## src/hdl/assert_macros.svh

```systemverilog
// assertion macros shared by the escape encoder modules
// no dependencies; define ASSERT_OFF to compile the checks out
`ifndef ASSERT_MACROS_SVH
`define ASSERT_MACROS_SVH
`ifndef ASSERT_OFF
// property must hold at every clock edge outside reset
`define ASSERT_ALWAYS(lbl, clk, rst_n, prop, msg) \
	lbl: assert property (@(posedge clk) disable iff (!rst_n) (prop)) else $error(msg);
// condition must never be seen outside reset
`define ASSERT_NEVER(lbl, clk, rst_n, cond, msg) \
	lbl: assert property (@(posedge clk) disable iff (!rst_n) !(cond)) else $error(msg);
`else
`define ASSERT_ALWAYS(lbl, clk, rst_n, prop, msg)
`define ASSERT_NEVER(lbl, clk, rst_n, cond, msg)
`endif
`endif

```

## src/hdl/esc_pkg.sv

```systemverilog
// types, register codes and character helpers of the c string escape encoder
// no dependencies
package esc_pkg;

	localparam int CFG_IDX_W  = 3;
	localparam int CFG_DATA_W = 64;
	localparam int COUNT_W    = 32;

	localparam logic [CFG_IDX_W-1:0] CFG_MAX_LENGTH = 3'd0;
	localparam logic [CFG_IDX_W-1:0] CFG_MASK_0     = 3'd1;
	localparam logic [CFG_IDX_W-1:0] CFG_MASK_1     = 3'd2;
	localparam logic [CFG_IDX_W-1:0] CFG_MASK_2     = 3'd3;
	localparam logic [CFG_IDX_W-1:0] CFG_MASK_3     = 3'd4;

	localparam logic [COUNT_W-1:0] COUNT_MAX = '1;

	localparam logic [7:0] CH_NUL       = 8'h00;
	localparam logic [7:0] CH_BSLASH    = 8'h5C;
	localparam logic [7:0] CH_X         = 8'h78;
	localparam logic [7:0] CH_PRINT_LO  = 8'h20;
	localparam logic [7:0] CH_PRINT_HI  = 8'h7E;
	localparam logic [7:0] CH_ZERO      = 8'h30;
	localparam logic [7:0] CH_A         = 8'h41;

	typedef enum logic [1:0] {
		JOB_TERM,
		JOB_NAMED,
		JOB_HEX,
		JOB_PLAIN
	} job_kind_t;

	typedef struct packed {
		job_kind_t          kind;
		logic [7:0]         data;
		logic [COUNT_W-1:0] count;
	} job_t;

	// letter of a named escape, zero when the byte has none
	function automatic logic [7:0] named_letter(input logic [7:0] c);
		logic [7:0] l;
		case (c)
			8'h07:   l = 8'h61;
			8'h08:   l = 8'h62;
			8'h09:   l = 8'h74;
			8'h0A:   l = 8'h6E;
			8'h0B:   l = 8'h76;
			8'h0C:   l = 8'h66;
			8'h0D:   l = 8'h72;
			8'h1B:   l = 8'h65;
			8'h27:   l = 8'h27;
			8'h22:   l = 8'h22;
			8'h3F:   l = 8'h3F;
			8'h5C:   l = 8'h5C;
			default: l = CH_NUL;
		endcase
		return l;
	endfunction

	// upper-case hex digit
	function automatic logic [7:0] hex_digit(input logic [3:0] nib);
		logic [7:0] d;
		if (nib < 4'd10) begin
			d = {4'h0, nib} + CH_ZERO;
		end else begin
			d = {4'h0, nib} - 8'd10 + CH_A;
		end
		return d;
	endfunction

endpackage

```

## src/hdl/esc_in_if.sv

```systemverilog
// source byte channel of the escape encoder
// depends on nothing
interface esc_in_if;
	logic       valid;
	logic       ready;
	logic [7:0] char_in;

	modport source(output valid, output char_in, input ready);
	modport sink(input valid, input char_in, output ready);
endinterface

```

## src/hdl/esc_out_if.sv

```systemverilog
// escaped output channel of the escape encoder
// uses esc_pkg for the count width
interface esc_out_if;
	logic                        valid;
	logic                        ready;
	logic [7:0]                  out_char;
	logic                        last_of_run;
	logic                        string_end;
	logic [esc_pkg::COUNT_W-1:0] consumed_count;

	modport source(output valid, output out_char, output last_of_run, output string_end,
		output consumed_count, input ready);
	modport sink(input valid, input out_char, input last_of_run, input string_end,
		input consumed_count, output ready);
endinterface

```

## src/hdl/esc_cfg_if.sv

```systemverilog
// register write channel of the escape encoder
// uses esc_pkg for index and data widths
interface esc_cfg_if;
	logic                           valid;
	logic                           ready;
	logic [esc_pkg::CFG_IDX_W-1:0]  index;
	logic [esc_pkg::CFG_DATA_W-1:0] data;

	modport source(output valid, output index, output data, input ready);
	modport sink(input valid, input index, input data, output ready);
endinterface

```

## src/hdl/esc_front.sv

```systemverilog
// front end: registers, byte counter and classification of each source byte
// depends on esc_pkg, esc_in_if, esc_cfg_if
module esc_front (
	input  logic          clk,
	input  logic          arst_n,
	esc_in_if.sink        chars,
	esc_cfg_if.sink       cfg,
	input  logic          q_full,
	output logic          push,
	output esc_pkg::job_t push_job
);

	logic [esc_pkg::COUNT_W-1:0] max_length_q;
	logic [255:0]                mask_q;
	logic [esc_pkg::COUNT_W-1:0] consumed_q;

	logic       accept;
	logic       is_end;
	logic       at_limit;
	logic [7:0] letter;
	logic [7:0] c;

	assign cfg.ready   = 1'b1;
	assign chars.ready = !q_full;
	assign accept      = chars.valid && chars.ready;

	always_comb begin
		c        = chars.char_in;
		letter   = esc_pkg::named_letter(c);
		is_end   = (c == esc_pkg::CH_NUL);
		at_limit = (max_length_q != '0) && (consumed_q >= max_length_q);
		push     = accept && (is_end || !at_limit);
		push_job.count = '0;
		push_job.data  = c;
		if (is_end) begin
			push_job.kind  = esc_pkg::JOB_TERM;
			push_job.count = consumed_q;
		end else if (letter != esc_pkg::CH_NUL) begin
			push_job.kind = esc_pkg::JOB_NAMED;
			push_job.data = letter;
		end else if (c < esc_pkg::CH_PRINT_LO || c > esc_pkg::CH_PRINT_HI || mask_q[c]) begin
			push_job.kind = esc_pkg::JOB_HEX;
		end else begin
			push_job.kind = esc_pkg::JOB_PLAIN;
		end
	end

	always_ff @(posedge clk or negedge arst_n) begin
		if (!arst_n) begin
			max_length_q <= '0;
			mask_q       <= '0;
			consumed_q   <= '0;
		end else begin
			if (cfg.valid && cfg.ready) begin
				case (cfg.index)
					esc_pkg::CFG_MAX_LENGTH: max_length_q <= cfg.data[esc_pkg::COUNT_W-1:0];
					esc_pkg::CFG_MASK_0:     mask_q[63:0]    <= cfg.data;
					esc_pkg::CFG_MASK_1:     mask_q[127:64]  <= cfg.data;
					esc_pkg::CFG_MASK_2:     mask_q[191:128] <= cfg.data;
					esc_pkg::CFG_MASK_3:     mask_q[255:192] <= cfg.data;
					default: ;
				endcase
			end
			if (accept) begin
				if (is_end) begin
					consumed_q <= '0;
				end else if (!at_limit && consumed_q != esc_pkg::COUNT_MAX) begin
					consumed_q <= consumed_q + 1'b1;
				end
			end
		end
	end

endmodule

```

## src/hdl/esc_queue.sv

```systemverilog
// job queue between front and back ends
// depends on esc_pkg and assert_macros.svh
`include "assert_macros.svh"
module esc_queue #(
	parameter int DEPTH = 4
) (
	input  logic          clk,
	input  logic          arst_n,
	input  logic          push,
	input  esc_pkg::job_t push_job,
	output logic          full,
	input  logic          pop,
	output logic          q_valid,
	output esc_pkg::job_t q_job
);

	localparam int PTR_W = (DEPTH > 1) ? $clog2(DEPTH) : 1;
	localparam int CNT_W = $clog2(DEPTH + 1);

	esc_pkg::job_t    mem_q [DEPTH];
	logic [PTR_W-1:0] wr_q;
	logic [PTR_W-1:0] rd_q;
	logic [CNT_W-1:0] count_q;
	logic             do_push;
	logic             do_pop;

	assign full    = (count_q == CNT_W'(DEPTH));
	assign q_valid = (count_q != '0);
	assign q_job   = mem_q[rd_q];
	assign do_push = push && !full;
	assign do_pop  = pop && q_valid;

	always_ff @(posedge clk) begin
		if (do_push) begin
			mem_q[wr_q] <= push_job;
		end
	end

	always_ff @(posedge clk or negedge arst_n) begin
		if (!arst_n) begin
			wr_q    <= '0;
			rd_q    <= '0;
			count_q <= '0;
		end else begin
			if (do_push) begin
				wr_q <= (wr_q == PTR_W'(DEPTH - 1)) ? '0 : wr_q + 1'b1;
			end
			if (do_pop) begin
				rd_q <= (rd_q == PTR_W'(DEPTH - 1)) ? '0 : rd_q + 1'b1;
			end
			if (do_push && !do_pop) begin
				count_q <= count_q + 1'b1;
			end else if (do_pop && !do_push) begin
				count_q <= count_q - 1'b1;
			end
		end
	end

	`ASSERT_ALWAYS(a_count_bound, clk, arst_n, count_q <= CNT_W'(DEPTH), "queue count overflow")
	`ASSERT_ALWAYS(a_ptr_match, clk, arst_n, (rd_q == wr_q) == (count_q == '0 || full), "queue pointers disagree with count")
	`ASSERT_NEVER(a_push_full, clk, arst_n, push && full, "push into full queue")

endmodule

```

## src/hdl/esc_back.sv

```systemverilog
// back end: expands one job into one to four escaped words behind an output register
// depends on esc_pkg, esc_out_if and assert_macros.svh
`include "assert_macros.svh"
module esc_back (
	input  logic          clk,
	input  logic          arst_n,
	input  logic          q_valid,
	input  esc_pkg::job_t q_job,
	output logic          q_pop,
	esc_out_if.source     escaped
);

	logic          job_valid_q;
	esc_pkg::job_t job_q;
	logic [1:0]    step_q;

	logic                        out_valid_q;
	logic [7:0]                  out_char_q;
	logic                        out_last_q;
	logic                        out_end_q;
	logic [esc_pkg::COUNT_W-1:0] out_count_q;

	logic       load;
	logic [7:0] word_char;
	logic       word_last;

	always_comb begin
		word_char = esc_pkg::CH_BSLASH;
		word_last = 1'b0;
		case (job_q.kind)
			esc_pkg::JOB_TERM: begin
				word_char = esc_pkg::CH_NUL;
				word_last = 1'b1;
			end
			esc_pkg::JOB_NAMED: begin
				if (step_q != 2'd0) begin
					word_char = job_q.data;
					word_last = 1'b1;
				end
			end
			esc_pkg::JOB_HEX: begin
				case (step_q)
					2'd0: word_char = esc_pkg::CH_BSLASH;
					2'd1: word_char = esc_pkg::CH_X;
					2'd2: word_char = esc_pkg::hex_digit(job_q.data[7:4]);
					default: begin
						word_char = esc_pkg::hex_digit(job_q.data[3:0]);
						word_last = 1'b1;
					end
				endcase
			end
			default: begin
				word_char = job_q.data;
				word_last = 1'b1;
			end
		endcase
	end

	assign load  = job_valid_q && (!out_valid_q || escaped.ready);
	assign q_pop = q_valid && (!job_valid_q || (load && word_last));

	always_ff @(posedge clk or negedge arst_n) begin
		if (!arst_n) begin
			job_valid_q <= 1'b0;
			step_q      <= '0;
			out_valid_q <= 1'b0;
		end else begin
			if (q_pop) begin
				job_valid_q <= 1'b1;
				step_q      <= '0;
			end else if (load && word_last) begin
				job_valid_q <= 1'b0;
			end else if (load) begin
				step_q <= step_q + 1'b1;
			end
			if (load) begin
				out_valid_q <= 1'b1;
			end else if (escaped.ready) begin
				out_valid_q <= 1'b0;
			end
		end
	end

	always_ff @(posedge clk) begin
		if (q_pop) begin
			job_q <= q_job;
		end
		if (load) begin
			out_char_q  <= word_char;
			out_last_q  <= word_last;
			out_end_q   <= (job_q.kind == esc_pkg::JOB_TERM);
			out_count_q <= (job_q.kind == esc_pkg::JOB_TERM) ? job_q.count : '0;
		end
	end

	assign escaped.valid          = out_valid_q;
	assign escaped.out_char       = out_char_q;
	assign escaped.last_of_run    = out_last_q;
	assign escaped.string_end     = out_end_q;
	assign escaped.consumed_count = out_count_q;

	`ASSERT_ALWAYS(a_term_word, clk, arst_n, out_valid_q |-> ((out_char_q == esc_pkg::CH_NUL) == out_end_q), "zero word without terminator flag")
	`ASSERT_ALWAYS(a_end_last, clk, arst_n, (out_valid_q && out_end_q) |-> out_last_q, "terminator not last of run")
	`ASSERT_ALWAYS(a_step_range, clk, arst_n, (job_valid_q && job_q.kind != esc_pkg::JOB_HEX) |-> (step_q <= 2'd1), "step beyond job length")

endmodule

```

## src/hdl/c_string_escape_encoder.sv

```systemverilog
// top level of the c string escape encoder
// depends on esc_pkg, the three channel interfaces, esc_front, esc_queue, esc_back
//
// Each source byte on chars comes out on escaped as one to four words: a byte with a named
// escape (control, quote, ? or backslash) takes two words (backslash, letter), a
// non-printable or mask-selected byte four (backslash, x, two upper-case hex digits), any
// other printable byte one, and a zero byte one terminator word carrying the converted byte
// count of the string. The escaped channel moves one word per cycle while escaped.ready is
// high, also from one job to the next. The front end takes a byte every cycle while the job
// queue of QUEUE_DEPTH entries has room; bytes past a nonzero max_length are dropped without
// output. Registers: index 0 max_length (0 means no limit), indexes 1 to 4 the 256-bit hex
// mask, lowest byte values first. Write registers only while no word is outstanding.
module c_string_escape_encoder #(
	parameter int QUEUE_DEPTH = 4
) (
	input  logic      clk,
	input  logic      arst_n,
	esc_in_if.sink    chars,
	esc_out_if.source escaped,
	esc_cfg_if.sink   cfg
);

	logic          push;
	esc_pkg::job_t push_job;
	logic          q_full;
	logic          q_pop;
	logic          q_valid;
	esc_pkg::job_t q_job;

	esc_front u_front (
		.clk      (clk),
		.arst_n   (arst_n),
		.chars    (chars),
		.cfg      (cfg),
		.q_full   (q_full),
		.push     (push),
		.push_job (push_job)
	);

	esc_queue #(
		.DEPTH (QUEUE_DEPTH)
	) u_queue (
		.clk      (clk),
		.arst_n   (arst_n),
		.push     (push),
		.push_job (push_job),
		.full     (q_full),
		.pop      (q_pop),
		.q_valid  (q_valid),
		.q_job    (q_job)
	);

	esc_back u_back (
		.clk     (clk),
		.arst_n  (arst_n),
		.q_valid (q_valid),
		.q_job   (q_job),
		.q_pop   (q_pop),
		.escaped (escaped)
	);

endmodule
```

## src/flat_wrapper.sv

```systemverilog
// flat-port wrapper written by rule: the top's interface ports become plain ports
module c_string_escape_encoder_flat 
#(
	parameter int QUEUE_DEPTH = 4
)
  (clk, arst_n, chars_valid, chars_char_in, chars_ready, escaped_valid, escaped_out_char, escaped_last_of_run, escaped_string_end, escaped_consumed_count, escaped_ready, cfg_valid, cfg_index, cfg_data, cfg_ready);
  esc_in_if chars_i ();
  esc_out_if escaped_i ();
  esc_cfg_if cfg_i ();
  input  logic clk;
  input  logic arst_n;
  input wire logic [$bits(chars_i.valid)-1:0] chars_valid;
  input wire logic [$bits(chars_i.char_in)-1:0] chars_char_in;
  output wire logic [$bits(chars_i.ready)-1:0] chars_ready;
  output wire logic [$bits(escaped_i.valid)-1:0] escaped_valid;
  output wire logic [$bits(escaped_i.out_char)-1:0] escaped_out_char;
  output wire logic [$bits(escaped_i.last_of_run)-1:0] escaped_last_of_run;
  output wire logic [$bits(escaped_i.string_end)-1:0] escaped_string_end;
  output wire logic [$bits(escaped_i.consumed_count)-1:0] escaped_consumed_count;
  input wire logic [$bits(escaped_i.ready)-1:0] escaped_ready;
  input wire logic [$bits(cfg_i.valid)-1:0] cfg_valid;
  input wire logic [$bits(cfg_i.index)-1:0] cfg_index;
  input wire logic [$bits(cfg_i.data)-1:0] cfg_data;
  output wire logic [$bits(cfg_i.ready)-1:0] cfg_ready;
  assign chars_i.valid = chars_valid;
  assign chars_i.char_in = chars_char_in;
  assign chars_ready = chars_i.ready;
  assign escaped_valid = escaped_i.valid;
  assign escaped_out_char = escaped_i.out_char;
  assign escaped_last_of_run = escaped_i.last_of_run;
  assign escaped_string_end = escaped_i.string_end;
  assign escaped_consumed_count = escaped_i.consumed_count;
  assign escaped_i.ready = escaped_ready;
  assign cfg_i.valid = cfg_valid;
  assign cfg_i.index = cfg_index;
  assign cfg_i.data = cfg_data;
  assign cfg_ready = cfg_i.ready;
  c_string_escape_encoder #(.QUEUE_DEPTH(QUEUE_DEPTH)) u_core (.clk(clk), .arst_n(arst_n), .chars(chars_i), .escaped(escaped_i), .cfg(cfg_i));
endmodule
```

## config.mk

```make
export PLATFORM = sky130hd
export DESIGN_NAME = c_string_escape_encoder_flat
export DESIGN_NICKNAME = d
export VERILOG_FILES = /design/src/hdl/esc_pkg.sv /design/src/hdl/esc_in_if.sv /design/src/hdl/esc_out_if.sv /design/src/hdl/esc_cfg_if.sv /design/src/hdl/esc_front.sv /design/src/hdl/esc_queue.sv /design/src/hdl/esc_back.sv /design/src/hdl/c_string_escape_encoder.sv /design/src/flat_wrapper.sv
export VERILOG_INCLUDE_DIRS = /design/src /design/src/hdl
export SDC_FILE = /design/constraint.sdc
export NUM_CORES = 1
export LEC_CHECK = 0
export BUFFER_PORTS_ARGS = -buffer_cell sky130_fd_sc_hd__buf_4
export CAP_MARGIN = 20
export CORE_MARGIN = 2
export CORE_UTILIZATION = 50
export CTS_CLUSTER_SIZE = 28
export DETAILED_ROUTE_END_ITERATION = 16
export PLACE_DENSITY = 0.69
export SLEW_MARGIN = 20
export SYNTH_ARGS = -nofsm -noshare
export SYNTH_HDL_FRONTEND = slang
export SYNTH_SLANG_ARGS = --single-unit
```

## constraint.sdc

```tcl
create_clock -name clk -period 3.75 [get_ports clk]
set_clock_uncertainty 0.15 [all_clocks]
set_input_delay 0.1875 -clock clk [delete_from_list [all_inputs] [get_ports clk]]
set_output_delay 0.1875 -clock clk [all_outputs]
set_load 0.02 [all_outputs]
```

# After elaboration in Yosys (flattened, before gate mapping)
# Memory sizes are Yosys's and may differ from the RTL's. A register that Yosys moved wholly into a read port is not among the register bits.
# Cells that the tools add are included.
dict set report op_classes {
  addsub 12
  magnitude_cmp 6
  eq_ne 25
  mux 32
  n_reduce_logical 43
}
# cell n
set ops {}
lappend ops {{32-bit two-way mux} 3}
lappend ops {{7-bit case mux with 12 select lines} 1}
lappend ops {{8-bit by 4-bit == test with 1-bit output, second input constant} 6}
lappend ops {{8-bit case mux with 3 select lines} 2}
lappend ops {{8-bit two-way mux} 5}
lappend ops {{32-bit by 1-bit adder with 32-bit output, second input constant} 1}
lappend ops {{32-bit >= comparator} 1}
lappend ops {{32-bit inequality test, second input constant} 1}
lappend ops {{32-bit nonzero test} 1}
lappend ops {{8-bit by 6-bit == test with 1-bit output, second input constant} 3}
lappend ops {{8-bit by 7-bit adder with 8-bit output, second input constant} 2}
lappend ops {{4-bit by 6-bit adder with 7-bit output, second input constant} 2}
lappend ops {{2-bit two-way mux} 7}
lappend ops {{2-bit AND reduction} 7}
lappend ops {{2-bit nonzero test} 6}
lappend ops {{1-bit logical AND} 11}
lappend ops {{1-bit two-way mux} 10}
lappend ops {{4-bit by 4-bit subtractor with 5-bit output, second input constant} 2}
lappend ops {{8-bit by 9-bit less-than comparator with 1-bit output, second input constant} 1}
lappend ops {{1-bit binary-select mux with 8-bit select} 1}
lappend ops {{2-bit == test, second input constant} 4}
lappend ops {{8-bit by 3-bit == test with 1-bit output, second input constant} 1}
lappend ops {{8-bit by 5-bit == test with 1-bit output, second input constant} 1}
lappend ops {{8-bit by 7-bit == test with 1-bit output, second input constant} 1}
lappend ops {{21 further kinds} 38}
dict set report totals {
  regBits 373
  mem_bits_rw 168
  input_bits 80
  out_inout_bits 45
  wordCells 135
  mem_count 1
}
# memory depth width read_ports rd_ports_with_merged_regs wr line
set memory_table {}
lappend memory_table {u_core.u_queue.mem_q 4 42 1 1 1 esc_queue.sv:20} ;# esc_pkg::job_t mem_q [DEPTH];

# Logic depth before layout (Yosys ltp)
# Gate-level depths: netlist of the first run.
dict set report logic_depth {
  ltp_word 11
  mapped_depth 16
  mapped_depth_nobuf 14
}

# Modules after synthesis
# From an unflattened synthesis of the first run, not the netlist that was laid out.
dict set report hier_totals {
  cells_unflattened 1304
  area_unflattened_um2 19075.8
}
# mod n_inst cells_per_inst area_per_inst_um2 seq_area_each_um2
set modules_own_cells {}
lappend modules_own_cells {esc_front 1 809 8869.8 4003.8}
lappend modules_own_cells {esc_queue 1 257 6573.8 5220.0}
lappend modules_own_cells {esc_back 1 238 3632.2 2622.5}

# Least setup slack after synthesis of the first run
# OpenSTA, ideal clock, no wires.
dict set report synth_timing {
  path_type {register to register}
  start {register u_core.u_front.consumed_q[0] (netlist name)}
  end {memory u_core.u_queue.mem_q[3][0] (netlist name), enable pin}
  setup_time_ns 0.404
  t_arrival_ns 3.142
  required_time_ns 3.196
  path_slack_ns 0.054
  stages_incl_launch_ff 12
  path_buffers 2
  synth_period_minus_slack_ns 3.696
  path_cell_list {dfrtp_1 inv_1 ha_1 nand2b_1 a2111o_1 a211oi_2 o22ai_1 o31a_1 buf_6 inv_4 buf_6 and2_1}
}
dict set report synth_between {
  elab_chain_cells 8
}
# element line
set synth_lines {}
lappend synth_lines {{start, declared} esc_front.sv:15} ;# logic [esc_pkg::COUNT_W-1:0] consumed_q;
lappend synth_lines {{start signal, assigned} esc_front.sv:68} ;# consumed_q <= consumed_q + 1'b1;
lappend synth_lines {{32-bit >= comparator} esc_front.sv:31} ;# at_limit = (max_length_q != '0) && (consumed_q >= max_length_q);
lappend synth_lines {{1-bit logical AND} esc_front.sv:31}
lappend synth_lines {{1-bit logical NOT} esc_front.sv:32} ;# push = accept && (is_end || !at_limit);
lappend synth_lines {{1-bit logical OR} esc_front.sv:32}
lappend synth_lines {{1-bit logical AND} esc_front.sv:32}
lappend synth_lines {{1-bit logical AND} esc_queue.sv:30} ;# assign do_push = push && !full;
lappend synth_lines {{via u_core.u_queue.do_push} esc_queue.sv:24} ;# logic do_push;
lappend synth_lines {{1-bit two-way mux} esc_queue.sv:34} ;# if (do_push) begin
lappend synth_lines {{1-bit two-way mux (implied by the code)} esc_queue.sv:35} ;# mem_q[wr_q] <= push_job;
lappend synth_lines {{end, declared} esc_queue.sv:20}
# The timed path passes the listed nets, and every way through them passes these cells.

# Worst setup path in the final report of the first run
dict set report layout_timing {
  start {register u_core.u_front.consumed_q[29] (netlist name)}
  end {memory u_core.u_queue.mem_q[1][39] (netlist name), enable pin}
}
dict set report layout_between {
  elab_chain_cells 8
}
# element line
set layout_lines {}
lappend layout_lines {{32-bit >= comparator} esc_front.sv:31}
lappend layout_lines {{1-bit logical AND} esc_front.sv:31}
lappend layout_lines {{1-bit logical NOT} esc_front.sv:32}
lappend layout_lines {{1-bit logical OR} esc_front.sv:32}
lappend layout_lines {{1-bit logical AND} esc_front.sv:32}
lappend layout_lines {{1-bit logical AND} esc_queue.sv:30}
lappend layout_lines {{1-bit two-way mux} esc_queue.sv:34}
lappend layout_lines {{1-bit two-way mux (implied by the code)} esc_queue.sv:35}
# Every way passes these cells.

==> results.md, run 1 <==
* Clk root buf: sky130_fd_sc_hd__clkbuf_16
* Clock network fraction of total power at 27.3%
* Proportion of power drawn by flip-flops and latches at 46.4%
* Count of pins over their slew limit at 0
* Highest ir drop seen on vdd at 0.4712 mV
* Final non-filler cell total at 2046
* CTS Sinks at 423
* TritonCTS clock tree: yes
* Clk buf depth at 3
* Die footprint at 39290 um2
* Warning count from the yosys run at 0
* Std-Cell Core Area at 37400 um2
* P_int at 10.70 mW
* Register area at around 12000 um2
* Setup slack after layout at 0.2086 ns
* DP HPWL at 25610 um
* Setup_tns at 0 ns
* Relative slew slack at 42.97%
* Static leakage at 8.646 nW
* Row Count at ~70
* Netlist cell types at 70
* Post-placement cell count at 1897
* Net count after synthesis at 1444
* Required time worst endpoint at 3.90 ns
* Crit. End Element: flop
* Most used flip-flop cell after synthesis: sky130_fd_sc_hd__edfxtp_1
* Final-report setup violation count at 0
* Number of max-capacitance violations reported at 0
* Syn_area_per_cell at 14.43 um2
* Horizontal die dimension at 198.2 um
* Worst-Margin Slew at 0.8555 ns
* Per-cell via count in the routed design at 5.579
* Area of the multi-input gates at 6496 um2
* Via count at about 11000
* Critical Path Fanout Max at 18
* Routability-driven placement congestion ratio at between 0.8 and 0.9
* Aggregate global-route resource usage at 20.31%
* Number of inserted diodes at 0
* Post-synthesis instance area at 18860 um2
* Post-synthesis instance total at approximately 1300
* Area added between synthesis and finish at 19.10%
* Count of nets left with antenna violations after detail routing at 0
* Part of the cycle the worst path needs at 94.44%
* Areal power density over the cells at around 670 nW/um2
* Count of TritonRoute iterations in the first routing pass at 5
* Drt wl/cell at 18.72 um
* Number of global-route vias before repair at 11589
* Total setup buffers inserted after CTS at 0
* Port buffer count at 123
* Effective utilization at floorplan at roughly half
* Number of fillers in the final layout at 2830
* Worst-Skew Late Latency at around 0.56 ns
* Unrepaired setup endpoints after global routing: no
* Ys async rst share at 40.43%
* Switching power of the nets at 4.384 mW
* Category of the worst setup path launch point: flop
* Worst r2r src: u_core.u_front.consumed_q[29]
* Number of H-tree levels at 2
* Ports placed on the boundary at 125
* Start point of the worst min-delay path: chars_char_in[4]
* Post-route worst hold slack at 0.07212 ns
* Worst-path clk slew at ~0.060 ns
* DRC violation count after routing at 0
* Proportion of layout cells with a drive suffix above 1 at between 20% and 30%
* Max Clk Rate at between 0.2 and 0.3 GHz
* Commonest non-fill, non-tap cell in the layout: sky130_fd_sc_hd__edfxtp_1
* Number of synthesized flops with an enable pin at 252
* Post-layout net count at around 1600
* Number of buffers added by the clock tree synthesis step at 44
* Count of state elements after synthesis at 423
* Critical path data arrival time at 3.69 ns
* Status: complete, no violations
* Global-route wire length before repair at between 60000 and 70000 um
* Die height at 198.2 um
* Portion of the post-synthesis area used by sequential elements at 62.81%
* Aggregate global routing overflow at 0
* Type of the worst min-delay path: input pin to flop
* Commonest non-fill, non-tap cells in the layout: sky130_fd_sc_hd__edfxtp_1 (252), sky130_fd_sc_hd__dfrtp_1 (170), sky130_fd_sc_hd__buf_4 (144)
* Flop2flop setup slack at 0.21 ns
* Crit path kind: flop to flop
* Hold violation count in the final report at 0
* Worst slack after detailed placement at 0.2136 ns
* Total length of routed wires at 38310 um
* Minimum period implied by the final worst setup slack at 3.541 ns
* Part of the power in combinational logic at 26.3%
* Pin count of the biggest net entering global routing at 85
* Switching part of the total at 29.07%
* First DRT Iteration DRCs at 756
* Initial antenna violation count at 0
* Origin of the worst setup path: u_core.u_front.consumed_q[29]
worst max-delay path, stage by stage, from the launching register on:
cell and delay, ns:
sky130_fd_sc_hd__dfrtp_1 0.43, sky130_fd_sc_hd__ha_1 0.34, sky130_fd_sc_hd__nand4_2 0.14, sky130_fd_sc_hd__or4_1 0.56
sky130_fd_sc_hd__or4_1 0.41, sky130_fd_sc_hd__o22ai_1 0.16, sky130_fd_sc_hd__o31a_1 0.25, sky130_fd_sc_hd__inv_4 0.04
sky130_fd_sc_hd__buf_4 0.20, sky130_fd_sc_hd__and2_2 0.36, sky130_fd_sc_hd__buf_4 0.25
registers in the layout, summed over array words and instances (netlist names):
signal,flops
u_core.u_queue.mem_q,168
u_core.u_back.escaped.last_of_run,1
u_core.u_queue.rd_q,2
u_core.u_back.step_q,2
u_core.u_front.mask_q,96
u_core.u_back.escaped.string_end,1
u_core.u_back.job_valid_q,1
u_core.u_back.job_q,42
u_core.u_front.max_length_q,32
u_core.u_back.escaped.valid,1
u_core.u_front.consumed_q,32
u_core.u_back.escaped.consumed_count,32
u_core.u_back.escaped.out_char,8
u_core.u_queue.wr_q,2
u_core.u_queue.count_q,3
cell type report:
cell class	count	area share, %
clock buffers	62	5.336
clock inverters	18	0.7630
inverters	55	0.9301
multi-input cells	757	28.92
flip-flops and latches	423	52.74
well taps	511	2.846
repair buffers	220	8.471
what timing repair did:
| item | in CTS | in global routing |
|---|---|---|
| endpoints found under the hold margin | 222 | 0 |
| hold buffers | 69 | 0 |
| gates resized for setup | 0 | 0 |
cells by family after synthesis:
group	Yosys count	synth area share [%]
xor gates and xnor gates	11	0.5108
other	1	0.01988
adders and majority gates	57	3.821
buffers and inverters	127	2.839
AOI/OAI and AO/OA	204	6.653
and+or+nand+nor	307	8.896
muxes	177	14.45
DFF	423	62.81
synthesized netlist by cell type (10+ instances only):
library cell,count,share of area (%)
sky130_fd_sc_hd__nand4_1,15,0.50
sky130_fd_sc_hd__nor2_1,42,0.84
sky130_fd_sc_hd__mux4_2,66,7.9
sky130_fd_sc_hd__mux2_2,103,6.1
sky130_fd_sc_hd__nand2_1,86,1.7
sky130_fd_sc_hd__inv_1,54,1.1
sky130_fd_sc_hd__dfrtp_1,171,23
sky130_fd_sc_hd__o21ai_0,81,2.1
sky130_fd_sc_hd__nand2b_1,10,0.33
sky130_fd_sc_hd__clkbuf_1,52,1.0
sky130_fd_sc_hd__nand3_1,21,0.56
sky130_fd_sc_hd__o31ai_1,14,0.56
sky130_fd_sc_hd__ha_1,56,3.7
sky130_fd_sc_hd__edfxtp_1,252,40
sky130_fd_sc_hd__a31oi_1,12,0.40
sky130_fd_sc_hd__nor4_1,13,0.43
sky130_fd_sc_hd__and2_1,69,2.3
sky130_fd_sc_hd__a21oi_1,42,1.1
worst paths after layout:
kind,depth (start not counted),to
min reg2reg,1,u_core.u_front.mask_q[66]
min in group asynchronous,2,u_core.u_front.mask_q[111]
min,3,u_core.u_queue.mem_q[3][36]
max reg2reg,10,u_core.u_queue.mem_q[1][39]
max,10,u_core.u_queue.mem_q[1][39]
max in group asynchronous,3,u_core.u_front.consumed_q[4]
power groups by stage:
stage	Combinational, mW	Clock (mW)	Sequential, mW
after floorplan	2.63	0	7.10
after global routing	4.39	4.41	7.14
after CTS	4.04	4.21	7.01
after global placement	3.87	0	7.03
after detailed placement	3.95	0	7.08
final	3.97	4.12	7.00
per-stage QoR:
stage | power, mW | utilization [%] | area, um2
2_1_floorplan | 9.732 | - | 18860
3_3_place_gp | 10.90 | 54.56 | 20400
3_5_place_dp | 11.03 | 54.56 | 20400
4_1_cts | 15.25 | 60.07 | 22470
5_1_grt | 15.94 | 60.07 | 22470
6_report | 15.08 | 60.07 | 22470
per-layer routing:
metal | track usage, % | up-vias | wire length [um]
li1 | - | 5315 | -
met1 | 29.06 | 5694 | 17390
met2 | 32.51 | 350 | 18110
met3 | 3.645 | 56 | 2195
met4 | 4.985 | 0 | 615
met5 | 0 | - | 0
Power figures use the tool's default switching activity.
==> inputs of run 2 (changes only) <==
--- a/config.mk
+++ b/config.mk
@@ -6,8 +6,7 @@
 export SDC_FILE = /design/constraint.sdc
 export NUM_CORES = 1
 export LEC_CHECK = 0
-export BUFFER_PORTS_ARGS = -buffer_cell sky130_fd_sc_hd__buf_4
-export CAP_MARGIN = 20
+export BUFFER_PORTS_ARGS = -buffer_cell sky130_fd_sc_hd__buf_2
 export CORE_MARGIN = 2
 export CORE_UTILIZATION = 50
 export CTS_CLUSTER_SIZE = 28
==> run 2 against run 1 <==
  * Hold slack worse by 0.068 ns
  * Cell count up 0.15%
  * Routed wire length up 0.87%
  * Critical path type unchanged
==> results.md, run 2 (synthesis results as in run 1) <==
* Critical Path Fanout Max at 6 (-12)
* Die height at 198.2 um (unchanged)
* Global-route wire length before repair at 62510 um (-0.35%)
* Initial antenna violation count at 2 (+2)
* Global routing met1 resource utilization at 29.16% (+0.10 points)
* Total length of routed wires at 38640 um (+0.87%)
* Per-cell via count in the routed design at 5.584 (about the same)
* Hold violation count in the final report at 0 (unchanged)
* Relative slew slack at 42.40% (-0.57 points)
* Global routing met3 resource utilization at 3.628% (-0.017 points)
* CTS Sinks at 423 (unchanged)
* Commonest non-fill, non-tap cells in the layout: sky130_fd_sc_hd__edfxtp_1 (252), sky130_fd_sc_hd__dfrtp_1 (170), sky130_fd_sc_hd__buf_2 (122)
* Count of TritonRoute iterations in the first routing pass at 5 (unchanged)
* Count of nets left with antenna violations after detail routing at 0 (unchanged)
* Flop2flop setup slack at 0.19 ns (about the same)
* Clk root buf: sky130_fd_sc_hd__clkbuf_16
* Part of the power in combinational logic at 24.9% (-1.4 points)
* TritonCTS clock tree: yes
* Count of pins over their slew limit at 0 (unchanged)
* Routability-driven placement congestion ratio at 0.8444 (-1.2%)
* DRC violation count after routing at 0 (unchanged)
* Highest ir drop seen on vdd at 0.3589 mV (-24%)
* Pin count of the biggest net entering global routing at 73 (-14%)
* Required time worst endpoint at 4.04 ns (+0.14 ns)
* Setup_tns at 0 ns (unchanged)
* Crit. End Element: flop
* Post-layout net count at 1639 (+0.061%)
* Gr busiest metal: met2
* Proportion of layout cells with a drive suffix above 1 at 26.98% (+0.92 points)
* Areal power density over the cells at 690.5 nW/um2 (+2.9%)
* Worst-Skew Late Latency at 0.56 ns (about the same)
* Final-report setup violation count at 0 (unchanged)
* Number of H-tree levels at 2 (unchanged)
* Port buffer count at 123 (unchanged)
* Clock network fraction of total power at 29.7% (+2.4 points)
* Number of inserted diodes at 0 (unchanged)
* Number of buffers added by the clock tree synthesis step at 44 (unchanged)
* Area added between synthesis and finish at 18.57%
* Switching power of the nets at 4.424 mW (+0.92%)
* Total power of the final layout at 15.44 mW (+2.4%)
* Row Count at 71 (unchanged)
* Aggregate global-route resource usage at 20.27% (-0.047 points)
* Largest registers ranked by flip-flop count: u_core.u_queue.mem_q x168, u_core.u_front.mask_q x96, u_core.u_back.job_q x42
* Number of global-route vias before repair at 11489 (-0.86%)
* Flip-flop count of the largest register, all copies and words added at 168 (unchanged)
* Met2 track demand over resource in global routing at 31.70% (-0.82 points)
* Worst-case reg-to-reg path depth at 11 (+1)
* Reg-to-Reg End: u_core.u_queue.count_q[1]
* Critical path data arrival time at 3.85 ns (+0.16 ns)
* Horizontal die dimension at 198.2 um (unchanged)
* Aggregate global routing overflow at 0 (unchanged)
* Clk buf depth at 3 (unchanged)
* Unrepaired setup endpoints after global routing: no
* Worst-Margin Slew at 0.8640 ns (+0.008480 ns)
* Effective utilization at floorplan at 50.43% (unchanged)
* Std-Cell Core Area at 37400 um2 (unchanged)
* Minimum period implied by the final worst setup slack at 3.556 ns (+0.01414 ns)
* Top reg by flops: u_core.u_queue.mem_q
* Proportion of power drawn by flip-flops and latches at 45.3% (-1.1 points)
* Max Clk Rate at 0.2813 GHz (-0.40%)
* Ports placed on the boundary at 125 (unchanged)
* Via count at 11441 (+0.23%)
* Number of max-capacitance violations reported at 0 (unchanged)
* P_int at 11.02 mW (+3.0%)
* Switching part of the total at 28.65% (-0.42 points)
* Drt wl/cell at 18.86 um (+0.72%)
* Part of the cycle the worst path needs at 94.81% (+0.38 points)
* Crit path kind: flop to flop
* Worst r2r src: u_core.u_front.consumed_q[27]
* Type of the worst min-delay path: input pin to asynchronous set/reset pin
* DP HPWL at 26020 um (+1.6%)
* Category of the worst setup path launch point: flop
* Die footprint at 39290 um2 (unchanged)
* Worst-path clk slew at 0.06 ns (about the same)
* Static leakage at 8.657 nW (+0.13%)
* Commonest non-fill, non-tap cell in the layout: sky130_fd_sc_hd__edfxtp_1
* First DRT Iteration DRCs at 702 (-7.1%)
* Status: complete, no violations
## run 2: cell types whose count changed in the layout (fill, tap and decap cells not counted)
| cell | previous run | this run |
|---|---|---|
| sky130_fd_sc_hd__and2_2 | 5 | 3 |
| sky130_fd_sc_hd__clkinv_1 | 7 | 3 |
| sky130_fd_sc_hd__buf_4 | 144 | 24 |
| sky130_fd_sc_hd__buf_2 | 0 | 122 |
| sky130_fd_sc_hd__dlygate4sd3_1 | 69 | 67 |
| sky130_fd_sc_hd__and2_4 | 0 | 2 |
| sky130_fd_sc_hd__buf_12 | 6 | 7 |
| sky130_fd_sc_hd__clkinvlp_4 | 1 | 2 |
| sky130_fd_sc_hd__clkbuf_1 | 15 | 9 |
| sky130_fd_sc_hd__bufinv_16 | 2 | 7 |
| sky130_fd_sc_hd__clkbuf_16 | 44 | 45 |
| sky130_fd_sc_hd__clkbuf_8 | 3 | 5 |
| sky130_fd_sc_hd__clkinv_2 | 4 | 7 |
## run 2: final cells by class
class	count	area, um2
inverter	55	209.0
multi-input combinational	757	6499
fill	2792	15030
timing repair buffer	221	1613
sequential	423	11850
clock buffer	59	1229
tap	511	639.4
clock inverter	23	329.1
## run 2: layer usage
layer / vias up / routed length (um)
met3: 71 / 1963
met5: - / 15
met4: 4 / 886
met1: 5769 / 17540
met2: 286 / 18240
li1: 5311 / -
## run 2: critical path: stages, from the launching register on
cell                      delay, ns
sky130_fd_sc_hd__dfrtp_1       0.44
sky130_fd_sc_hd__ha_1          0.34
sky130_fd_sc_hd__nand4_1       0.17
sky130_fd_sc_hd__or4_1         0.55
sky130_fd_sc_hd__or4_1         0.40
sky130_fd_sc_hd__o22ai_1       0.15
sky130_fd_sc_hd__o31a_1        0.22
sky130_fd_sc_hd__inv_4         0.05
sky130_fd_sc_hd__ha_1          0.21
sky130_fd_sc_hd__inv_1         0.07
sky130_fd_sc_hd__fa_1          0.40
sky130_fd_sc_hd__mux2_2        0.26
## run 2: metrics by stage
stage / setup slack, ns / util (%) / hold WS [ns] / instance area (um2) / cells
4_1_cts: 0.1560 / 59.79 / 0.005647 / 22360 / 2049
6_report: 0.1945 / 59.80 / 0.003757 / 22370 / 2049
3_5_place_dp: 0.1653 / 53.84 / 0.03011 / 20130 / 1900
5_1_grt: 0.01103 / 59.80 / 0.03466 / 22370 / 2049
2_1_floorplan: 0.05443 / - / -0.2581 / 18860 / 1307
3_3_place_gp: 0.2657 / 53.84 / 0.02857 / 20130 / 1900
## run 2: how the worst max path moves through the flow
stage	slack, ns	end	depth (start not counted)	from
3_5_place_dp	0.17	u_core.u_queue.mem_q[2][36]	10	u_core.u_front.consumed_q[27]
5_1_grt	0.01	u_core.u_queue.count_q[1]	11	u_core.u_front.consumed_q[27]
3_3_place_gp	0.27	u_core.u_queue.mem_q[2][39]	10	u_core.u_front.consumed_q[27]
2_1_floorplan	0.05	u_core.u_queue.mem_q[3][0]	11	u_core.u_front.consumed_q[0]
6_report	0.19	u_core.u_queue.count_q[1]	11	u_core.u_front.consumed_q[27]
4_1_cts	0.16	u_core.u_queue.mem_q[2][37]	10	u_core.u_front.consumed_q[27]
## run 2: power by group through the flow
stage	Clock, mW	Sequential [mW]	Combinational, mW
CTS	4.68	7.02	3.91
detailed placement	0	7.10	3.84
floorplan	0	7.10	2.63
global route	4.87	7.14	4.27
finish	4.59	7.00	3.85
global placement	0	7.05	3.76
## run 2: repair_timing
| action | 4_1_cts | 5_1_grt |
|---|---|---|
| buffers inserted | 0 | 0 |
| setup endpoints to repair | 0 | 22 |
| endpoints found under the hold margin | 257 | 0 |
| resized for setup | 0 | 2 |
| hold buffers | 67 | 0 |
==> inputs of run 3 (changes only) <==
--- a/config.mk
+++ b/config.mk
@@ -11,7 +11,7 @@
 export CORE_UTILIZATION = 50
 export CTS_CLUSTER_SIZE = 28
 export DETAILED_ROUTE_END_ITERATION = 16
-export PLACE_DENSITY = 0.69
+export PLACE_DENSITY = 0.67
 export SLEW_MARGIN = 20
 export SYNTH_ARGS = -nofsm -noshare
 export SYNTH_HDL_FRONTEND = slang
==> constraint.sdc (replaced) <==
create_clock -name clk -period 3.4 [get_ports clk]
set_clock_uncertainty 0.15 [all_clocks]
set_input_delay 0.17 -clock clk [delete_from_list [all_inputs] [get_ports clk]]
set_output_delay 0.17 -clock clk [all_outputs]
set_load 0.02 [all_outputs]
==> run 3 against run 2 <==
  * Count of clock-buffer cells in the layout is 3 lower
  * Cell area rose by 0.60%
  * Hold slack improved by 0.048 ns
  * Clock power is 3% lower
  * Critical path depth is the same
  * Combinational power increased by 14%
  * Non-clock buffer count rose by 31
  * Routed wire length is 0.75% lower
  * Global-route usage is 0.21 points lower
  * Sequential power increased by 9.7%
  * Total power up 7.0%
==> results.md, run 3 (synthesis results as in run 1) <==
* Die footprint at 39290 um2 (unchanged)
* Critical Path Fanout Max at 2 (-4)
* Largest registers ranked by flip-flop count: u_core.u_queue.mem_q x168, u_core.u_front.mask_q x96, u_core.u_back.job_q x42
* Proportion of layout cells with a drive suffix above 1 at 28.86% (+1.9 points)
* Worst-path clk slew at 0.06 ns (about the same)
* Number of global-route vias before repair at 11417 (-0.63%)
* Areal power density over the cells at 734.3 nW/um2 (+6.3%)
* Aggregate global-route resource usage at 20.06% (-0.21 points)
* Post-layout net count at 1670 (+1.9%)
* Total length of routed wires at 38350 um (-0.75%)
* DRC violation count after routing at 0 (unchanged)
* Port buffer count at 123 (unchanged)
* Aggregate global routing overflow at 0 (unchanged)
* Drt wl/cell at 18.47 um (-2.1%)
* Number of buffers added by the clock tree synthesis step at 44 (unchanged)
* CTS Sinks at 423 (unchanged)
* Layout Utilization at 60.16% (+0.36 points)
* Commonest non-fill, non-tap cell in the layout: sky130_fd_sc_hd__edfxtp_1
* Worst-Skew Late Latency at 0.55 ns (about the same)
* Critical path data arrival time at 3.61 ns (-0.24 ns)
* Status: complete, no violations
* First DRT Iteration DRCs at 770 (+9.7%)
* Routability-driven placement congestion ratio at 0.8426 (-0.21%)
* Top reg by flops: u_core.u_queue.mem_q
* Flip-flop count of the largest register, all copies and words added at 168 (unchanged)
* Effective utilization at floorplan at 50.43% (unchanged)
* Count of pins over their slew limit at 0 (unchanged)
* Part of the cycle the worst path needs at 97.76% (+2.9 points)
* Area added between synthesis and finish at 19.29%
* Worst-Margin Slew at 0.8716 ns (+0.007631 ns)
* Highest ir drop seen on vdd at 0.4266 mV (+19%)
* Type of the worst min-delay path: input pin to asynchronous set/reset pin
* Largest stage delay on the critical path at 0.55 ns (about the same)
* Clk buf depth at 3 (unchanged)
* Via count at 11446 (+0.044%)
* Initial antenna violation count at 2 (unchanged)
* Cell at the slowest stage of the critical path: sky130_fd_sc_hd__or4_4
* Number of H-tree levels at 2 (unchanged)
* DP HPWL at 25960 um (-0.25%)
* Ports placed on the boundary at 125 (unchanged)
* Row Count at 71 (unchanged)
* Category of the worst setup path launch point: flop
* Number of max-capacitance violations reported at 0 (unchanged)
* Minimum period implied by the final worst setup slack at 3.324 ns (-0.2317 ns)
* Crit path kind: flop to flop
* Final-report setup violation count at 0 (unchanged)
* Setup_tns at 0 ns (unchanged)
* Std-Cell Core Area at 37400 um2 (unchanged)
* Max Clk Rate at 0.3009 GHz (+7.0%)
* Required time worst endpoint at 3.69 ns (-0.35 ns)
* TritonCTS clock tree: yes
* Number of fillers in the final layout at 2851 (+2.1%)
* Count of TritonRoute iterations in the first routing pass at 5 (unchanged)
* Delay-heaviest family, CP: simple AND/OR/NAND/NOR gates
* Horizontal die dimension at 198.2 um (unchanged)
* Cell-by-cell listing of the critical path: ha_4 -> nand4_1 -> or4_4 -> or4_4 -> o22ai_2 -> o31a_1 -> inv_4 -> ha_4 -> inv_2 -> fa_1 -> mux2_2
* Unrepaired setup endpoints after global routing: yes
* Crit. End Element: flop
* Post-placement cell count at 1922 (+1.2%)
* Commonest non-fill, non-tap cells in the layout: sky130_fd_sc_hd__edfxtp_1 (252), sky130_fd_sc_hd__dfrtp_1 (170), sky130_fd_sc_hd__buf_2 (122)
* Per-cell via count in the routed design at 5.511 (-1.3%)
* Hold violation count in the final report at 0 (unchanged)
* Static leakage at 8.703 nW (+0.53%)
* Relative slew slack at 41.89% (-0.51 points)
* Global-route wire length before repair at 62020 um (-0.80%)
* Pin count of the biggest net entering global routing at 77 (+5.5%)
* Die height at 198.2 um (unchanged)
* Final non-filler cell total at 2077 (+1.4%)
* Number of inserted diodes at 0 (unchanged)
* Count of nets left with antenna violations after detail routing at 0 (unchanged)
* Clk root buf: sky130_fd_sc_hd__clkbuf_16
* Number of buffer and inverter instances along the worst setup path at 2 (unchanged)
## run 3: path summary, 6_finish.rpt
kind	start	to	slack, ns	depth (start not counted)
min in group clk	chars_char_in[6]	u_core.u_queue.mem_q[0][38]	0.06	2
hold reg to reg	u_core.u_back.job_valid_q	u_core.u_back.escaped.valid	0.32	1
setup reg to reg	u_core.u_front.consumed_q[26]	u_core.u_queue.count_q[1]	0.08	11
hold / removal	arst_n	u_core.u_back.step_q[0]	0.05	2
setup / recovery	u_core.u_front.consumed_q[26]	u_core.u_queue.count_q[1]	0.08	11
max in group asynchronous	arst_n	u_core.u_front.consumed_q[8]	2.20	3
## run 3: layout make-up
class,count,area [um2],area share (%)
clock buffers,56,1166,5.183
clock inverters,23,170.2,0.7563
repair buffers,252,1858,8.258
multi-input cells,757,6610,29.38
well taps,511,639.4,2.842
flip-flops and latches,423,11850,52.66
inverters,55,209.0,0.9287
## run 3: layer usage
| metal | up-vias | track usage [%] | wire, um |
|---|---|---|---|
| met4 | 4 | 5.096 | 596 |
| met1 | 5741 | 29.14 | 18000 |
| met3 | 49 | 3.373 | 1710 |
| met2 | 273 | 31.68 | 18020 |
| li1 | 5379 | - | - |
| met5 | - | 0 | 27 |
## run 3: timing repair
action                                  in CTS  in global routing
hold buffers                                67                  0
endpoints found under the setup margin       1                170
setup buffers                                2                  7
hold endpoints to repair                   206                  0
resized for setup                            5                 12
pin swaps                                    7                  5
## run 3: metrics by stage
step                      instance area [um2]  total power, mW  hold slack, ns  setup WS [ns]
after floorplan                         18880            10.72         -0.2756        -0.1649
after global placement                  20320            11.93         0.09059        0.01933
after detailed placement                20320            12.10         0.08872       -0.04978
after CTS                               22380            16.67         0.02357        0.01499
after global routing                    22500            17.45         0.09394       -0.03957
final                                   22500            16.52         0.05149        0.07624
## run 3: power breakdown
group	total (mW)	switching, mW	internal, mW
registers	7.68	0.572	7.10
clock network	4.45	1.94	2.52
logic	4.39	2.36	2.03
total	16.5	4.87	11.7
